===== src/sv/kmi_div.sv =====
// Restoring unsigned divider, one quotient bit per cycle.
module kmi_div #(
	parameter int NUM_W = 49,
	parameter int DEN_W = 33
) (
	input  logic             clk,
	input  logic             arst_n,
	input  logic             go,
	input  logic [NUM_W-1:0] num,
	input  logic [DEN_W-1:0] den,
	output logic             done,
	output logic [NUM_W-1:0] quo
);

	localparam int CNT_W = $clog2(NUM_W + 1);

	logic             run_q;
	logic             done_q;
	logic [CNT_W-1:0] cnt_q;
	logic [NUM_W-1:0] sh_q;
	logic [DEN_W-1:0] rem_q;
	logic [DEN_W-1:0] den_q;

	logic [DEN_W:0]   r2;
	logic [DEN_W:0]   diff;
	logic             geq;

	assign r2   = {rem_q, sh_q[NUM_W-1]};
	assign geq  = r2 >= {1'b0, den_q};
	assign diff = r2 - {1'b0, den_q};

	always_ff @(posedge clk or negedge arst_n) begin
		if (!arst_n) begin
			run_q  <= 1'b0;
			done_q <= 1'b0;
			cnt_q  <= '0;
		end else begin
			done_q <= 1'b0;
			if (go) begin
				run_q <= 1'b1;
				cnt_q <= '0;
			end else if (run_q) begin
				cnt_q <= cnt_q + CNT_W'(1);
				if (cnt_q == CNT_W'(NUM_W - 1)) begin
					run_q  <= 1'b0;
					done_q <= 1'b1;
				end
			end
		end
	end

	always_ff @(posedge clk) begin
		if (go) begin
			sh_q  <= num;
			den_q <= den;
			rem_q <= '0;
		end else if (run_q) begin
			sh_q  <= {sh_q[NUM_W-2:0], geq};
			rem_q <= geq ? diff[DEN_W-1:0] : r2[DEN_W-1:0];
		end
	end

	assign done = done_q;
	assign quo  = sh_q;

endmodule


===== config.mk =====
export PLATFORM = sky130hd
export DESIGN_NAME = kmi_div
export DESIGN_NICKNAME = d
export VERILOG_FILES = /design/src/sv/kmi_div.sv
export SDC_FILE = /design/constraint.sdc
export NUM_CORES = 1
export LEC_CHECK = 0
export ABC_AREA = 1
export BUFFER_PORTS_ARGS = -buffer_cell sky130_fd_sc_hd__buf_2
export CORE_ASPECT_RATIO = 1.2
export CORE_MARGIN = 10
export CORE_UTILIZATION = 55
export DETAILED_ROUTE_END_ITERATION = 6
export PLACE_DENSITY = 0.79
export SLEW_MARGIN = 15
export SYNTH_ARGS = -nofsm -noshare
export SYNTH_HDL_FRONTEND = slang
export SYNTH_SLANG_ARGS = --single-unit

===== constraint.sdc =====
create_clock -name clk -period 3.1 [get_ports clk]
set_clock_uncertainty 0.1 [all_clocks]
set_input_delay 0.155 -clock clk [delete_from_list [all_inputs] [get_ports clk]]
set_output_delay 0.155 -clock clk [all_outputs]
set_load 0.005 [all_outputs]

Word level (Yosys, flattened, before mapping)
Cells that the tools add are included.
{"block": "word_totals", "reg_bits": 123, "inputBits": 85, "elab_cells": 22}
{"block": "classes", "reduce_logical": 1, "add_sub_neg": 2, "n_eq_ne": 1, "order_cmp": 1, "mux": 11}
{"cell": "$mux W49", "n": 2}
{"cell": "$ge A34 B33 Y1", "n": 1}
{"cell": "$mux W33", "n": 1}
{"cell": "$sub A33 B33 Y33", "n": 1}
{"cell": "$mux W6", "n": 2}
{"cell": "$add A6 B1 Y6 const B", "n": 1}
{"cell": "$eq A6 B6 Y1 const B", "n": 1}
{"cell": "$mux W1", "n": 6}
{"cell": "$reduce_bool A2 Y1", "n": 1}

Logic depth before layout (Yosys ltp)
Gate-level depths: netlist of the first run.
{"block": "depth", "depth_word": 4, "depth_mapped": 17, "mapped_depth_nobuf": 17}

Worst setup path before layout of the first run
OpenSTA, ideal clock, no wires.
{"block": "synth_path", "path_kind": "in2reg", "startpoint": "input go", "endpoint": "register sh_q[0] (netlist: quo[0]), enable pin", "n_path_buf": 2, "setup_slack_ps": 424, "required_ps": 2567, "t_arrival_ps": 2143, "cell_stages": 4, "cell_sequence": "clkbuf_1 nor2_1 inv_1 clkbuf_1"}
{"block": "synth_via", "elab_chain_len": 1}
{"element": "start, declared", "line_no": "8", "rtl": "input logic go,"}
{"element": "$reduce_bool A2 Y1 (no source line)"}
{"element": "end signal, assigned", "line_no": "54", "rtl": "sh_q <= num;"}
{"element": "end signal, assigned", "line_no": "58", "rtl": "sh_q <= {sh_q[NUM_W-2:0], geq};"}
{"element": "end, declared", "line_no": "20", "rtl": "logic [NUM_W-1:0] sh_q;"}
No other way between the ends.
A chain may end at the register's enable or synchronous reset.

Final worst setup path of the first run
{"block": "layout_path", "startpoint": "register sh_q[48] (netlist: quo[48])", "endpoint": "register rem_q[3]"}
{"block": "layout_via", "elab_chain_len": 2, "word_cells_on_any_way": 3}
{"element": "$sub A33 B33 Y33 or $ge A34 B33 Y1 (tied branches)", "line_no": "30, 29"}
{"element": "$mux W33 (*)", "line_no": "59", "rtl": "rem_q <= geq ? diff[DEN_W-1:0] : r2[DEN_W-1:0];"}
{"element": "end signal, assigned", "line_no": "59"}
{"element": "end, declared", "line_no": "21", "rtl": "logic [DEN_W-1:0] rem_q;"}
Every way passes the cells marked *; elsewhere a longest branch is shown, timed or not.

==> results.md, run 1 <==
- H-Tree Depth: 4
- Pleak: 5.383 nW
- Synth top area share: 31.98%
- GRT Overall Usage: 24.72%
- Starting Density: 55.96%
- Num ports: 135
- Vias in the first global route: 7,872
- Layout cells sized above 1: 13.98%
- Prevailing post-synth register cell: edfxtp_1
- CP bufs+invs: 3
- DRC errors left: 0
- Synth Area per Inst: 7.090 sq um
- Routed len/inst: 15.67 um
- Maximum clock path buffer count: 2
- Total global routing overflow: 0
- DRT iter0 DRCs: 552
- GP Congestion: 1.003
- Worst r2r src: quo[48]
- Detailed Route WL: 23.34 mm
- Root Buffer: clkbuf_16
- FP Rows: 47
- Max VDD drop: 0.4598 mV
- Commonest non-fill, non-tap cell in the layout: nand2_1
- HPWL after detailed placement: 15.58 mm
- Critical Path Max Stage Delay: 430 ps
- Ys async rst share: 6.504%
- Worst slew pin tran: 876.3 ps
- Most used cell, CP: nand3_1
- Setup TNS: 0 ps
- Final ANT Viol Nets: 0
- RSZ-0062 raised after global routing: no
- Clock-pin slew of the registers on the worst-case setup and hold paths: 60 ps
- CTS Buf Count: 17
- # resized after CTS: 0
- Worst hold margin: 21.65 ps
- CP Capture Type: flip-flop
- EDFF count, synth: 82
- Mapped Cells: 1,086
- PwrDens: 732.1 nW/um^2
- Worst-path maximum fanout: 22
- Die W: 128.0 um
- Vias: 7,752
- Final setup violation count: 0
- Post-synthesis sequential area ratio: 43.16%
- Number of port buffers: 134
- Max-Cap Viols: 0
- Post-CTS Setup Bufs: 0
- Startpoint Class: flip-flop
- Rel. slew slack: 41.49%
- Outcome: complete, no violations
- Fmax: 388.8 MHz
- Synthesized cell area: 7700 sq um
- Die Area: 19,150 sq um
- Critical Path, Cell by Cell: inv_1 -> ha_1 -> inv_1 -> fa_1 -> nand3_1 -> nand3_2 -> nand2_1 -> nand2_2 -> nand2_4 -> buf_4 -> nand3_1 -> nand3_1 -> o21ai_0
- Top cell type by total area after synthesis: edfxtp_1
- Delay-heaviest family, CP: simple AND/OR/NAND/NOR gates
- Global-route wire length before repair: 38.44 mm
- Post-synth cell types: 33
- Worst EP required: 3310 ps
- Arrival time at the worst endpoint: 2780 ps
- Top cells by area, synth: edfxtp_1, nand2_1, inv_1
- CTS tree: done
- Final Hold Viols: 0
- Kind of critical path: reg -> reg
- Area grow syn2layout: 29.90%
- Via-per-instance ratio: 5.206
- Crit share post-route: 82.97%
- Critical path origin: quo[48]
- Tmin final: 2572 ps
- Core box area: 13,760 sq um
- Ys Warns: 0
- Drt pass-1 iters: 6
- Hold Path Class: in -> async
- CTS Sinks: 123
- #FFs+latches synth: 123
- Worst-path cell with the longest stage delay: fa_1
- Final Max Tran Viols: 0
- Maximum number of pins on one net before global-route repair: 60
- Mapped Nets: 1,207
- Most frequent cells in the layout: nand2_1, inv_1, buf_2
- Initial antenna violation count: 2
- Die H: 149.6 um
- Number of hold buffers added after cts: 82
- Fin nets: 1,424
- Worst-Skew Late Latency: 430 ps
-- report_power, final --
group / switching, mW / total, mW / internal, mW
Sequential: 0.170 / 2.20 / 2.03
Clock: 0.773 / 2.20 / 1.43
Combinational: 1.84 / 2.93 / 1.09
-- synthesized netlist by cell type (7+ instances only) --
cell type,n
nand2_1,468
inv_1,192
edfxtp_1,82
nand3_1,79
nor2_1,48
ha_1,35
dfxtp_1,33
a21oi_1,21
nand3b_1,19
clkbuf_1,14
o21ai_0,14
xnor2_1,13
nor3_1,9
o21ai_1,9
buf_2,8
dfrtp_1,8
and2_1,7
-- routing by layer --
metal	GRT usage [%]	part of all wire (%)
met5	0	0
met4	9.583	2.7
met3	8.245	10
met2	41.20	48
met1	28.73	39
-- state kept, by name, summed over array words and instances (netlist names) --
register,cells
rem_q,33
cnt_q,6
done,1
run_q,1
den_q,33
quo,49
-- kinds of logic after synthesis --
logic type               after synthesis  share of synthesized area [%]
flip-flops                           123                          43.16
AO/OA/AOI/OAI                         48                          3.234
AND/OR/NAND/NOR                      645                          34.86
buffers and inverters                219                          11.10
XOR/XNOR                              15                          1.706
adder cells (fa/ha/maj)               36                          5.947
-- worst paths after layout --
check / slack (ps) / end / cells after the start
worst max-delay path: 530 / rem_q[3] / 13
min in group clk: 100 / quo[0] / 3
worst max register to register: 530 / rem_q[3] / 13
worst min-delay path: 20 / cnt_q[5] / 2
worst min register to register: 370 / rem_q[21] / 2
max in group asynchronous: 2700 / cnt_q[2] / 2
-- layout make-up --
cell class              instances  area (sq um)
multi-input cells             744          3525
repair buffers                224          1567
fillers                      1048          3759
clock buffers                  17         425.4
flip-flops and latches        123          3323
diodes                          2         5.005
well taps                     171         214.0
clock inverters                15         219.0
inverters                     193         724.4
-- worst register-to-register path, delay by kind of cell, from the launching register on --
kind / cells / cell delay [ps]
AND/OR/NAND/NOR: 7 / 890
adder cells (fa/ha/maj): 2 / 570
AO/OA/AOI/OAI: 1 / 70
flip-flops: 1 / 380
buffers and inverters: 3 / 460
-- through the flow --
step	setup slack (ps)	utilization, %	std cells	instance area (sq um)	total power [mW]
floorplan	423.8	-	1086	7700	4.283
global placement	639.1	62.00	1373	8532	4.918
detailed placement	561.6	62.00	1373	8532	4.963
CTS	543.9	72.65	1487	9997	7.265
global route	217.3	72.69	1489	10000	7.806
finish	528.1	72.69	1489	10000	7.323
No activity file was read; power rests on OpenSTA's default activity.
==> run 2: changes to the inputs <==
==> constraint.sdc (replaced) <==
create_clock -name clk -period 2.5 [get_ports clk]
set_clock_uncertainty 0.1 [all_clocks]
set_input_delay 0.125 -clock clk [delete_from_list [all_inputs] [get_ports clk]]
set_output_delay 0.125 -clock clk [all_outputs]
set_load 0.005 [all_outputs]
==> run 2 against run 1 <==
Effect of this change:
- global-route usage is 1.7 points higher
- maximum frequency is 8.8% higher
- critical endpoint is now rem_q[0]
- routed wire length is 6.0% higher
- final cell count is 1.1% higher
- sequential share of layout area is 0.21 points lower
- hold slack better by 280 ps
- combinational power is 30% higher
- first-iteration DRC count is 16% higher
- non-clock buffer count is 17 higher
- clock power is 9% higher
==> results.md, run 2 (synthesis gave the netlist of run 1 again) <==
- Fin nets: 1,441
- Die Area: 19,150 sq um
- RSZ-0062 raised after global routing: yes
- Delay-heaviest family, CP: simple AND/OR/NAND/NOR gates
- CTS Sinks: 123
- Layout cells sized above 1: 15.30%
- Via-per-instance ratio: 5.252
- Clock-pin slew of the registers on the worst-case setup and hold paths: 60 ps
- Final Hold Viols: 0
- CTS tree: done
- Reg2Reg Setup Slack: 140 ps
- Worst-path maximum fanout: 16
- CP bufs+invs: 3
- Critical hold path startpoint: den[30]
- Critical Path, Cell by Cell: inv_1 -> ha_1 -> inv_1 -> fa_2 -> nand3_1 -> nand3_2 -> nand2_1 -> nand2_2 -> nand2_4 -> buf_6 -> nand3_1 -> nand3_1 -> o21ai_0
- WHS Endpoint: den_q[30]
- CTS Buf Count: 17
- Vias: 7,904
- Die H: 149.6 um
- Routed len/inst: 16.44 um
- Fmax: 422.9 MHz
- Core box area: 13,760 sq um
- Worst-path cell with the longest stage delay: edfxtp_1
- Worst-Skew Late Latency: 440 ps
- Tmin final: 2365 ps
- DRC errors left: 0
- Tot Pwr: 8.909 mW
- Total global routing overflow: 0
- Most frequent cells in the layout: nand2_1, inv_1, buf_2
- GP Congestion: 0.9719
- Max-Cap Viols: 0
- Commonest non-fill, non-tap cell in the layout: nand2_1
- Detailed Route WL: 24.74 mm
- Outcome: complete, no violations
- Critical Path Max Stage Delay: 380 ps
- Number of port buffers: 134
- Arrival time at the worst endpoint: 2560 ps
- Maximum number of pins on one net before global-route repair: 70
- Num ports: 135
- Final Core Density: 73.16%
- Final Max Tran Viols: 0
- Die W: 128.0 um
- Starting Density: 55.96%
- Final setup violation count: 0
- Vias in the first global route: 8,113
- Final ANT Viol Nets: 0
- Most used cell, CP: nand3_1
- Hold Path Class: in -> reg
- Root Buffer: clkbuf_16
- Worst slew pin tran: 783.3 ps
- Drt pass-1 iters: 7
- PwrDens: 884.9 nW/um^2
- GRT Overall Usage: 26.46%
- Worst reg2reg path depth: 13
- Worst EP required: 2690 ps
- CP Capture Type: flip-flop
- Setup TNS: 0 ps
- Pleak: 5.419 nW
- Max VDD drop: 0.4804 mV
- FF-to-FF End: rem_q[0]
- Global-route wire length before repair: 40.36 mm
- Initial antenna violation count: 1
- DRT iter0 DRCs: 641
- H-Tree Depth: 4
- Max reg flops: 49
- Crit share post-route: 94.58%
- Worst r2r src: quo[48]
- Hold Path Depth: 2
- HPWL after detailed placement: 16.14 mm
- Startpoint Class: flip-flop
- Kind of critical path: reg -> reg
- Area grow syn2layout: 30.74%
- Worst hold margin: 306.0 ps
- FP Rows: 47
- Post-CTS Setup Bufs: 0
- Maximum clock path buffer count: 2
- Rel. slew slack: 47.78%
-- run 2: per-layer routing --
metal	track usage (%)	routed length, um
met1	31.00	9579
met2	42.84	11530
met3	8.846	2718
met4	12.40	911
met5	0	0
-- run 2: per-stage QoR --
step	cells	cell area (sq um)	worst slack [ps]
floorplan	1086	7701	308.0
global placement	1387	8625	126.8
detailed placement	1387	8625	69.86
CTS	1504	10040	46.91
global route	1505	10070	-14.49
finish	1505	10070	135.5
-- run 2: report_power, final --
group	switching (mW)	total, mW	internal [mW]
sequential	0.204	2.72	2.51
clock	0.992	2.39	1.40
combinational	2.37	3.81	1.44
-- run 2: worst max-delay path by stage --
stage | startpoint | endpoint | slack, ps | depth (start not counted)
after CTS | quo[48] | rem_q[28] | 50 | 17
final | quo[48] | rem_q[0] | 140 | 13
after detailed placement | quo[48] | rem_q[28] | 70 | 16
after floorplan | quo[48] | rem_q[11] | 310 | 13
after global placement | den_q[16] | rem_q[4] | 130 | 13
after global routing | den_q[25] | rem_q[0] | -10 | 16
-- run 2: worst reg2reg max path, cell delays in order, from the launching register on --
cell and delay (ps):
edfxtp_1 380, inv_1 100, ha_1 140, inv_1 80, fa_2 380, nand3_1 120
nand3_2 130, nand2_1 110, nand2_2 80, nand2_4 110, buf_6 200, nand3_1 120
nand3_1 110, o21ai_0 80
-- run 2: layout make-up --
type	instances	area (sq um)
Inverter	193	724.4
Sequential cell	123	3323
Antenna cell	1	2.502
Multi-Input combinational cell	744	3546
Clock inverter	13	117.6
Tap cell	171	214.0
Clock buffer	19	442.9
Timing Repair Buffer	241	1697
Fill cell	1040	3694
-- run 2: what timing repair did --
action	in CTS	in global routing
gates resized for setup	0	8
hold endpoints to repair	101	0
setup endpoints to repair	0	31
hold buffers	85	0
